[src/design/pac_pkg.sv]
`timescale 1ns / 1ps
// Shared types and constants of the polygon area and centroid block.
package pac_pkg;

	localparam int COORD_W      = 16;
	localparam int MAX_VERTICES = 1024;
	localparam int CNT_W        = 11;
	localparam int FRAC_BITS    = 8;
	localparam int AREA_W       = 42;
	localparam int CEN_W        = 24;

	// Internal widths: cross product, twice-area sum, moment sums.
	localparam int SUM_W   = 44;
	localparam int MOM_W   = 60;
	localparam int MUL_A_W = COORD_W + 1;
	localparam int CROSS_W = 2 * COORD_W + 1;
	localparam int PROD_W  = MUL_A_W + CROSS_W;

	// Divider: denominator is three times the absolute twice-area.
	localparam int DEN_W     = SUM_W + 2;
	localparam int DIV_W     = DEN_W + CEN_W - 1;
	localparam int DIV_STEPS = CEN_W;
	localparam int STEP_W    = $clog2(DIV_STEPS);

	typedef enum logic [3:0] {
		ST_IDLE,
		ST_MUL_AB,
		ST_MUL_BA,
		ST_CROSS,
		ST_MUL_SX,
		ST_MUL_SY,
		ST_ACC_Y,
		ST_FINISH,
		ST_DIV_LOAD,
		ST_DIV,
		ST_OUT
	} pac_state_t;

	typedef enum logic [1:0] {
		STAT_OK        = 2'd0,
		STAT_ZERO_AREA = 2'd1,
		STAT_TOO_MANY  = 2'd2
	} pac_status_t;

endpackage

[src/design/pac_vertex_if.sv]
`timescale 1ns / 1ps
// Handshake channel that carries one polygon vertex per word.
interface pac_vertex_if;
	import pac_pkg::*;

	logic                      valid;
	logic                      ready;
	logic signed [COORD_W-1:0] vertex_x;
	logic signed [COORD_W-1:0] vertex_y;
	logic                      last_vertex;

	modport source (output valid, output vertex_x, output vertex_y, output last_vertex,
		input ready);
	modport sink (input valid, input vertex_x, input vertex_y, input last_vertex,
		output ready);
endinterface

[src/design/pac_result_if.sv]
`timescale 1ns / 1ps
// Handshake channel that carries one area and centroid result per word.
interface pac_result_if;
	import pac_pkg::*;

	logic                    valid;
	logic                    ready;
	logic [AREA_W-1:0]       area_halves;
	logic signed [CEN_W-1:0] centroid_x;
	logic signed [CEN_W-1:0] centroid_y;
	logic [1:0]              status;

	modport source (output valid, output area_halves, output centroid_x,
		output centroid_y, output status, input ready);
	modport sink (input valid, input area_halves, input centroid_x,
		input centroid_y, input status, output ready);
endinterface

[src/design/polygon_area_centroid.sv]
`timescale 1ns / 1ps
// Top level of the shoelace polygon area and centroid block.
//
// Usage: vertices arrive on the vertex channel, one word per vertex, as signed
// 16-bit coordinates; last_vertex marks the final vertex of a polygon. Only the
// final vertex produces a word on the result channel: the absolute area in half
// square units, the centroid in signed Q.8 (truncated toward zero, saturated to
// 24 bits) and a status (ok, zero area, too many vertices).
// All arithmetic runs through one shared 17 x 33 bit multiplier and one 69-bit
// restoring divide step under a small sequencer, so the vertex channel is ready
// only while the sequencer is idle. A first vertex that is not the final one
// is only stored; every further vertex is accepted and then runs six
// multiplier and accumulate steps for its edge. The final vertex adds the
// closing edge and then two divisions, one per centroid axis, before the
// result goes to the output register (a zero area skips the divisions, and
// with too many vertices the result goes there straight from the accept).
// The result is held in an output register: if the receiver stalls, the block
// still takes vertices of the next polygon and only waits when a second result
// is ready before the first was taken. Reset clears all polygon state and drops
// the result valid; there is no clearing pass.
module polygon_area_centroid (
	input  logic          clk,
	input  logic          arst_n,
	pac_vertex_if.sink    vertex,
	pac_result_if.source  result
);
	import pac_pkg::*;

	pac_state_t state_q, state_d;

	// Polygon state.
	logic signed [COORD_W-1:0] first_x_q, first_y_q, prev_x_q, prev_y_q;
	logic [CNT_W-1:0]          cnt_q;
	logic signed [SUM_W-1:0]   sum_q;
	logic signed [MOM_W-1:0]   momx_q, momy_q;
	logic                      last_q, close_q;

	// Edge endpoints and the shared multiplier.
	logic signed [COORD_W-1:0] ax_q, ay_q, bx_q, by_q;
	logic signed [MUL_A_W-1:0] mul_a;
	logic signed [CROSS_W-1:0] mul_b;
	logic signed [PROD_W-1:0]  prod_q;
	logic signed [CROSS_W-1:0] cross_t_q, c_q, cross_c;

	// Divider.
	logic [DEN_W-1:0]  den_q;
	logic [DIV_W-1:0]  rem_q, dsh_q;
	logic [DIV_W:0]    trial;
	logic              ge;
	logic [CEN_W-1:0]  quo_q, quo_next;
	logic [STEP_W-1:0] step_q;
	logic              neg_q, sel_y_q;

	// Finished result, then the output register.
	logic [AREA_W-1:0]       res_area_q;
	logic signed [CEN_W-1:0] res_cx_q, res_cy_q, coord;
	pac_status_t             res_stat_q;
	logic                    ovalid_q;
	logic [AREA_W-1:0]       out_area_q;
	logic signed [CEN_W-1:0] out_cx_q, out_cy_q;
	pac_status_t             out_stat_q;

	logic                    acc, out_load, cnt_full, div_last;
	logic [SUM_W-1:0]        abs_sum;
	logic [DEN_W-1:0]        den;
	logic signed [MOM_W-1:0] mom_sel;
	logic [MOM_W-1:0]        mom_abs;

	localparam logic signed [CEN_W-1:0] CMAX = {1'b0, {(CEN_W-1){1'b1}}};
	localparam logic signed [CEN_W-1:0] CMIN = {1'b1, {(CEN_W-1){1'b0}}};

	assign acc      = vertex.valid && vertex.ready;
	assign cnt_full = cnt_q >= CNT_W'(MAX_VERTICES);
	assign div_last = step_q == STEP_W'(DIV_STEPS - 1);
	assign out_load = (state_q == ST_OUT) && (!ovalid_q || result.ready);

	// Operand selection for the shared multiplier.
	always_comb begin
		case (state_q)
			ST_MUL_AB: begin
				mul_a = MUL_A_W'(ax_q);
				mul_b = CROSS_W'(by_q);
			end
			ST_MUL_BA: begin
				mul_a = MUL_A_W'(bx_q);
				mul_b = CROSS_W'(ay_q);
			end
			ST_MUL_SX: begin
				mul_a = MUL_A_W'(ax_q) + MUL_A_W'(bx_q);
				mul_b = c_q;
			end
			ST_MUL_SY: begin
				mul_a = MUL_A_W'(ay_q) + MUL_A_W'(by_q);
				mul_b = c_q;
			end
			default: begin
				mul_a = '0;
				mul_b = '0;
			end
		endcase
	end

	assign cross_c = cross_t_q - prod_q[CROSS_W-1:0];

	// Magnitudes and signs for the closing division.
	assign abs_sum = sum_q[SUM_W-1] ? SUM_W'(-sum_q) : SUM_W'(sum_q);
	assign den     = DEN_W'(abs_sum) + DEN_W'({abs_sum, 1'b0});
	assign mom_sel = sel_y_q ? momy_q : momx_q;
	assign mom_abs = mom_sel[MOM_W-1] ? MOM_W'(-mom_sel) : MOM_W'(mom_sel);

	// One restoring divide step; the top quotient bit set means the
	// magnitude reached 2^23 and the coordinate saturates.
	assign trial    = {1'b0, rem_q} - {1'b0, dsh_q};
	assign ge       = !trial[DIV_W];
	assign quo_next = {quo_q[CEN_W-2:0], ge};

	always_comb begin
		if (quo_next[CEN_W-1]) begin
			coord = neg_q ? CMIN : CMAX;
		end else if (neg_q) begin
			coord = -$signed(quo_next);
		end else begin
			coord = $signed(quo_next);
		end
	end

	always_ff @(posedge clk or negedge arst_n) begin
		if (!arst_n) begin
			state_q <= ST_IDLE;
		end else begin
			state_q <= state_d;
		end
	end

	always_comb begin
		state_d = state_q;
		vertex.ready = 1'b0;
		case (state_q)
			ST_IDLE: begin
				vertex.ready = 1'b1;
				if (acc) begin
					if (cnt_full) begin
						state_d = vertex.last_vertex ? ST_OUT : ST_IDLE;
					end else if (cnt_q == '0) begin
						state_d = vertex.last_vertex ? ST_MUL_AB : ST_IDLE;
					end else begin
						state_d = ST_MUL_AB;
					end
				end
			end
			ST_MUL_AB: state_d = ST_MUL_BA;
			ST_MUL_BA: state_d = ST_CROSS;
			ST_CROSS:  state_d = ST_MUL_SX;
			ST_MUL_SX: state_d = ST_MUL_SY;
			ST_MUL_SY: state_d = ST_ACC_Y;
			ST_ACC_Y: begin
				if (close_q) begin
					state_d = ST_MUL_AB;
				end else if (last_q) begin
					state_d = ST_FINISH;
				end else begin
					state_d = ST_IDLE;
				end
			end
			ST_FINISH:   state_d = (sum_q == '0) ? ST_OUT : ST_DIV_LOAD;
			ST_DIV_LOAD: state_d = ST_DIV;
			ST_DIV: begin
				if (div_last) begin
					state_d = sel_y_q ? ST_OUT : ST_DIV_LOAD;
				end
			end
			ST_OUT: begin
				if (out_load) begin
					state_d = ST_IDLE;
				end
			end
			default: state_d = ST_IDLE;
		endcase
	end

	// Polygon state: cleared at reset and whenever a result is loaded into the output register.
	always_ff @(posedge clk or negedge arst_n) begin
		if (!arst_n) begin
			first_x_q <= '0;
			first_y_q <= '0;
			prev_x_q  <= '0;
			prev_y_q  <= '0;
			cnt_q     <= '0;
			sum_q     <= '0;
			momx_q    <= '0;
			momy_q    <= '0;
			last_q    <= 1'b0;
			close_q   <= 1'b0;
		end else begin
			case (state_q)
				ST_IDLE: begin
					if (acc) begin
						last_q <= vertex.last_vertex;
						if (cnt_full) begin
							cnt_q <= CNT_W'(MAX_VERTICES + 1);
						end else begin
							cnt_q    <= cnt_q + 1'b1;
							prev_x_q <= vertex.vertex_x;
							prev_y_q <= vertex.vertex_y;
							if (cnt_q == '0) begin
								first_x_q <= vertex.vertex_x;
								first_y_q <= vertex.vertex_y;
								close_q   <= 1'b0;
							end else begin
								close_q <= vertex.last_vertex;
							end
						end
					end
				end
				ST_CROSS: sum_q <= sum_q + SUM_W'(cross_c);
				ST_MUL_SY: momx_q <= momx_q + MOM_W'(prod_q);
				ST_ACC_Y: begin
					momy_q  <= momy_q + MOM_W'(prod_q);
					close_q <= 1'b0;
				end
				ST_OUT: begin
					if (out_load) begin
						first_x_q <= '0;
						first_y_q <= '0;
						prev_x_q  <= '0;
						prev_y_q  <= '0;
						cnt_q     <= '0;
						sum_q     <= '0;
						momx_q    <= '0;
						momy_q    <= '0;
						last_q    <= 1'b0;
						close_q   <= 1'b0;
					end
				end
				default: ;
			endcase
		end
	end

	// Datapath registers: edge endpoints, multiplier, divider, result.
	always_ff @(posedge clk) begin
		prod_q <= mul_a * mul_b;
		case (state_q)
			ST_IDLE: begin
				if (acc) begin
					if (cnt_full) begin
						res_area_q <= '0;
						res_cx_q   <= '0;
						res_cy_q   <= '0;
						res_stat_q <= STAT_TOO_MANY;
					end else if (cnt_q == '0) begin
						// A lone first vertex gives a degenerate closing edge.
						ax_q <= vertex.vertex_x;
						ay_q <= vertex.vertex_y;
						bx_q <= vertex.vertex_x;
						by_q <= vertex.vertex_y;
					end else begin
						ax_q <= prev_x_q;
						ay_q <= prev_y_q;
						bx_q <= vertex.vertex_x;
						by_q <= vertex.vertex_y;
					end
				end
			end
			ST_MUL_BA: cross_t_q <= prod_q[CROSS_W-1:0];
			ST_CROSS:  c_q <= cross_c;
			ST_ACC_Y: begin
				if (close_q) begin
					ax_q <= bx_q;
					ay_q <= by_q;
					bx_q <= first_x_q;
					by_q <= first_y_q;
				end
			end
			ST_FINISH: begin
				den_q      <= den;
				sel_y_q    <= 1'b0;
				res_area_q <= (sum_q == '0) ? '0 : abs_sum[AREA_W-1:0];
				res_cx_q   <= '0;
				res_cy_q   <= '0;
				res_stat_q <= (sum_q == '0) ? STAT_ZERO_AREA : STAT_OK;
			end
			ST_DIV_LOAD: begin
				rem_q  <= DIV_W'(mom_abs) << FRAC_BITS;
				dsh_q  <= DIV_W'(den_q) << (CEN_W - 1);
				quo_q  <= '0;
				step_q <= '0;
				neg_q  <= mom_sel[MOM_W-1] ^ sum_q[SUM_W-1];
			end
			ST_DIV: begin
				if (ge) begin
					rem_q <= trial[DIV_W-1:0];
				end
				dsh_q  <= dsh_q >> 1;
				quo_q  <= quo_next;
				step_q <= step_q + 1'b1;
				if (div_last) begin
					if (sel_y_q) begin
						res_cy_q <= coord;
					end else begin
						res_cx_q <= coord;
						sel_y_q  <= 1'b1;
					end
				end
			end
			default: ;
		endcase
	end

	// Output register.
	always_ff @(posedge clk or negedge arst_n) begin
		if (!arst_n) begin
			ovalid_q <= 1'b0;
		end else if (out_load) begin
			ovalid_q <= 1'b1;
		end else if (result.ready) begin
			ovalid_q <= 1'b0;
		end
	end

	always_ff @(posedge clk) begin
		if (out_load) begin
			out_area_q <= res_area_q;
			out_cx_q   <= res_cx_q;
			out_cy_q   <= res_cy_q;
			out_stat_q <= res_stat_q;
		end
	end

	assign result.valid       = ovalid_q;
	assign result.area_halves = out_area_q;
	assign result.centroid_x  = out_cx_q;
	assign result.centroid_y  = out_cy_q;
	assign result.status      = out_stat_q;

`ifndef SYNTHESIS
	// The vertex count never runs past one beyond the limit.
	a_cnt_bound: assert property (@(posedge clk) disable iff (!arst_n)
		cnt_q <= CNT_W'(MAX_VERTICES + 1))
		else $error("vertex count out of range");

	// A good result always carries a nonzero area.
	a_ok_area: assert property (@(posedge clk) disable iff (!arst_n)
		result.valid && result.status == STAT_OK |-> result.area_halves != '0)
		else $error("ok status with zero area");

	// A failed result carries no area and no centroid.
	a_bad_zero: assert property (@(posedge clk) disable iff (!arst_n)
		result.valid && result.status != STAT_OK |->
		result.area_halves == '0 && result.centroid_x == '0 && result.centroid_y == '0)
		else $error("failed result with nonzero payload");

	// The input is never taken while the sequencer is busy.
	a_busy: assert property (@(posedge clk) disable iff (!arst_n)
		state_q != ST_IDLE |-> !vertex.ready)
		else $error("vertex taken while busy");
`endif

endmodule
[src/flat_wrapper.sv]
// flat-port wrapper written by rule: the top's interface ports become plain ports
module polygon_area_centroid_flat import pac_pkg::*;
  (clk, arst_n, vertex_valid, vertex_vertex_x, vertex_vertex_y, vertex_last_vertex, vertex_ready, result_valid, result_area_halves, result_centroid_x, result_centroid_y, result_status, result_ready);
  pac_vertex_if vertex_i ();
  pac_result_if result_i ();
  input  logic clk;
  input  logic arst_n;
  input wire logic [$bits(vertex_i.valid)-1:0] vertex_valid;
  input wire logic [$bits(vertex_i.vertex_x)-1:0] vertex_vertex_x;
  input wire logic [$bits(vertex_i.vertex_y)-1:0] vertex_vertex_y;
  input wire logic [$bits(vertex_i.last_vertex)-1:0] vertex_last_vertex;
  output wire logic [$bits(vertex_i.ready)-1:0] vertex_ready;
  output wire logic [$bits(result_i.valid)-1:0] result_valid;
  output wire logic [$bits(result_i.area_halves)-1:0] result_area_halves;
  output wire logic [$bits(result_i.centroid_x)-1:0] result_centroid_x;
  output wire logic [$bits(result_i.centroid_y)-1:0] result_centroid_y;
  output wire logic [$bits(result_i.status)-1:0] result_status;
  input wire logic [$bits(result_i.ready)-1:0] result_ready;
  assign vertex_i.valid = vertex_valid;
  assign vertex_i.vertex_x = vertex_vertex_x;
  assign vertex_i.vertex_y = vertex_vertex_y;
  assign vertex_i.last_vertex = vertex_last_vertex;
  assign vertex_ready = vertex_i.ready;
  assign result_valid = result_i.valid;
  assign result_area_halves = result_i.area_halves;
  assign result_centroid_x = result_i.centroid_x;
  assign result_centroid_y = result_i.centroid_y;
  assign result_status = result_i.status;
  assign result_i.ready = result_ready;
  polygon_area_centroid u_core (.clk(clk), .arst_n(arst_n), .vertex(vertex_i), .result(result_i));
endmodule
[config.mk]
export PLATFORM = sky130hd
export DESIGN_NAME = polygon_area_centroid_flat
export DESIGN_NICKNAME = d
export VERILOG_FILES = /design/src/design/pac_pkg.sv /design/src/design/pac_vertex_if.sv /design/src/design/pac_result_if.sv /design/src/design/polygon_area_centroid.sv /design/src/flat_wrapper.sv
export SDC_FILE = /design/constraint.sdc
export NUM_CORES = 2
export LEC_CHECK = 0
export ABC_AREA = 1
export BUFFER_PORTS_ARGS = -buffer_cell sky130_fd_sc_hd__clkbuf_2
export CAP_MARGIN = 30
export CELL_PAD_IN_SITES_DETAIL_PLACEMENT = 0
export CELL_PAD_IN_SITES_GLOBAL_PLACEMENT = 1
export CORE_ASPECT_RATIO = 0.5
export CORE_MARGIN = 4
export CORE_UTILIZATION = 25
export CTS_CLUSTER_DIAMETER = 100
export CTS_CLUSTER_SIZE = 28
export DETAILED_ROUTE_END_ITERATION = 8
export GPL_TIMING_DRIVEN = 0
export HOLD_SLACK_MARGIN = 0.03
export PLACE_DENSITY_LB_ADDON = 0.05
export SKIP_LAST_GASP = 1
export SYNTH_ARGS = -nofsm -noshare
export SYNTH_HDL_FRONTEND = slang
export SYNTH_SLANG_ARGS = --single-unit
[constraint.sdc]
create_clock -name clk -period 13.1 [get_ports clk]
set_clock_uncertainty 0.2 [all_clocks]
set_input_delay 1.31 -clock clk [delete_from_list [all_inputs] [get_ports clk]]
set_output_delay 1.31 -clock clk [all_outputs]
set_load 0.01 [all_outputs]
==> run summary <==
Max FO, Critical Path - 10
Port Buf Inserts - 130
Area grow syn2layout - 11.4%
Number of buffers created by CTS - 47
Largest net degree at the start of global routing - 88
Fillers - 33,800
Vias in the first global route - 67,700
RSZ-0062 raised after global routing - no
Max Fclk - 96.4 MHz
Area of the core - 304,000 um^2
Worst skew pair latency - 0.78 ns
Dpl hpwl - 294,000 um
FFs w/ async S/R, synth - 29.9%
Setup violators final - 0
Post-Syn Instances - 9,959
Resize count post-CTS - 0
Routed wire length - 344,000 um
Synth warnings - 0
Die area - 315,000 um^2
Slew HR - 28.3%
Slowest stage delay, CP - 0.67 ns
Netlist cell types - 68
CTS tree - done
CTS root buf - clkbuf_16
Final Worst Setup Slack - 2.73 ns
Post-synth EDFFs - 528
Vias per cell - 4.65
Area of the multi-input gates - 45,300 um^2
Most frequent cells in the layout - nand2_1, inv_1, nor2_1, a21oi_1, o21ai_0
Fin Setup TNS - 0 ns
Final hold vios - 0
Syn Area/Cell - 7.66 um^2
Post-Syn Nets - 11,000
Critical path startpoint category - flop
Nets - 11,300
Placed inst area - 83,200 um^2
Slew Limit Fails - 0
Die Width - 789 um
FF+latch count, synth - 824
I/O pins - 131
Clock Sinks - 824
Die Y - 399 um
Seq/Total Area, Yosys - 30.2%
TritonRoute pass-1 iters - 8
Finished Cell Area - 85,000 um^2
Max Cap Violations - 0
Global-route wire length before repair - 492,000 um
Worst Tran Pin Value - 1.07 ns
CTS Buffer Depth - 3
Commonest non-fill, non-tap cell in the layout - nand2_1
DRT iter0 DRCs - 4,435
Min cycle time layout - 10.37 ns
Cell at the slowest stage of the critical path - nand3b_1
Setup CP Type - reg2reg
WP data arrival - 10.73 ns
Worst min-delay path class - reg2reg
DP Worst Slack - 2.67 ns
Level count of the clock H-tree - 2
Final Cycle Share - 79.2%
Most used DFF post-synth - edfxtp_1
Setup Fix Bufs, Post-CTS - 0
Vias - 66,500
CP Capture Type - flop
Status - finished, final reports clean
Post-Syn Area - 76,300 um^2
Share of post-route cells with drive strength above 1 - 5.05%
Register area - 23,000 um^2
Grt ovf - 0
Routed length per placed instance - 24.0 um
Starting density of the core - 25.1%
ANT nets after route - 0
Critical Path RT - 13.46 ns
Core Rows - 143
Final routed DRC violation total - 0
Hold_ws - 0.218 ns
GRT Resource Usage Total - 21.4%
Initial antenna violation count - 15
CTS Hold Bufs - 0
Placer Congestion - 0.881
Clk slew on worst S/H paths - 0.11 ns
## cell type report
type,count,share of cell area [%]
multi-input cells,7044,53.4
well taps,4060,5.98
plain buffers,225,1.23
repair buffers,210,2.09
inverters,1866,8.25
diodes,1,0.00295
clock buffers,61,1.47
clock inverters,27,0.538
flip-flops and latches,824,27.1
## synth_stat cells (69+ instances only)
cell         n  area, um^2
nand3_1    276        1380
dfrtp_1    246        6160
xor2_1     148        1300
nand4_1     69         432
edfxtp_1   528       15900
o21ai_0    728        3640
nand2_1   2185        8200
clkbuf_1   130         488
a31oi_1     76         475
nor2_1    1066        4000
nor3_1     104         521
fa_1       545       10900
inv_1     1848        6940
buf_2       70         350
a21oi_1    746        3730
ha_1       461        5770
## cells by family after synthesis
kind of cell	synth area share [%]
xor+xnor	2.45
compound gates	14.1
simple gates	20.4
fa+ha+maj	21.9
buf+inv	10.5
flops	30.2
mux	0.472
## per-layer routing
| layer | wire [um] | track usage, % | vias up |
|---|---|---|---|
| li1 | - | - | 32600 |
| met1 | 174000 | 31.6 | 32900 |
| met2 | 155000 | 35.1 | 952 |
| met3 | 9920 | 1.55 | 137 |
| met4 | 4530 | 2.76 | 0 |
| met5 | 0 | 0 | - |
## path summary, 6_finish.rpt
path                                          endpoint  slack [ns]  cells after the start          startpoint
setup / recovery                     u_core.prod_q[49]        2.73                     34      u_core.bx_q[0]
max in group asynchronous             u_core.sum_q[20]       11.13                      2              arst_n
min in group asynchronous            u_core.momy_q[55]        0.39                      1              arst_n
hold / removal             u_core.result.centroid_y[2]        0.22                      0  u_core.res_cy_q[2]
hold reg to reg            u_core.result.centroid_y[2]        0.22                      0  u_core.res_cy_q[2]
setup reg to reg                     u_core.prod_q[49]        2.73                     34      u_core.bx_q[0]
## state kept, by name (all words and copies together), names as in the netlist, 33 cells and up
register                   flops
u_core.momx_q                 60
u_core.result.area_halves     42
u_core.dsh_q                  69
u_core.cross_t_q              33
u_core.rem_q                  69
u_core.momy_q                 60
u_core.den_q                  46
u_core.c_q                    33
u_core.prod_q                 50
u_core.sum_q                  44
u_core.res_area_q             42
## worst max-delay path: cells and delay by family (launching register included)
| kind | cells | cell delay, ns |
|---|---|---|
| flip-flops | 1 | 0.38 |
| XOR/XNOR | 1 | 0.57 |
| AO/OA/AOI/OAI | 5 | 1.70 |
| adder cells (fa/ha/maj) | 9 | 4.38 |
| AND/OR/NAND/NOR | 14 | 2.12 |
| buffers and inverters | 5 | 0.79 |
## per-stage QoR
step | util [%] | std cells
3_3_place_gp | 27.0 | 14100
4_1_cts | 28.0 | 14300
5_1_grt | 28.0 | 14300
6_report | 28.0 | 14300
3_5_place_dp | 27.4 | 14200
2_1_floorplan | - | 9959
Power is not shown: default switching activity piles up to over one toggle a cycle in this logic, so the estimate is an artifact.
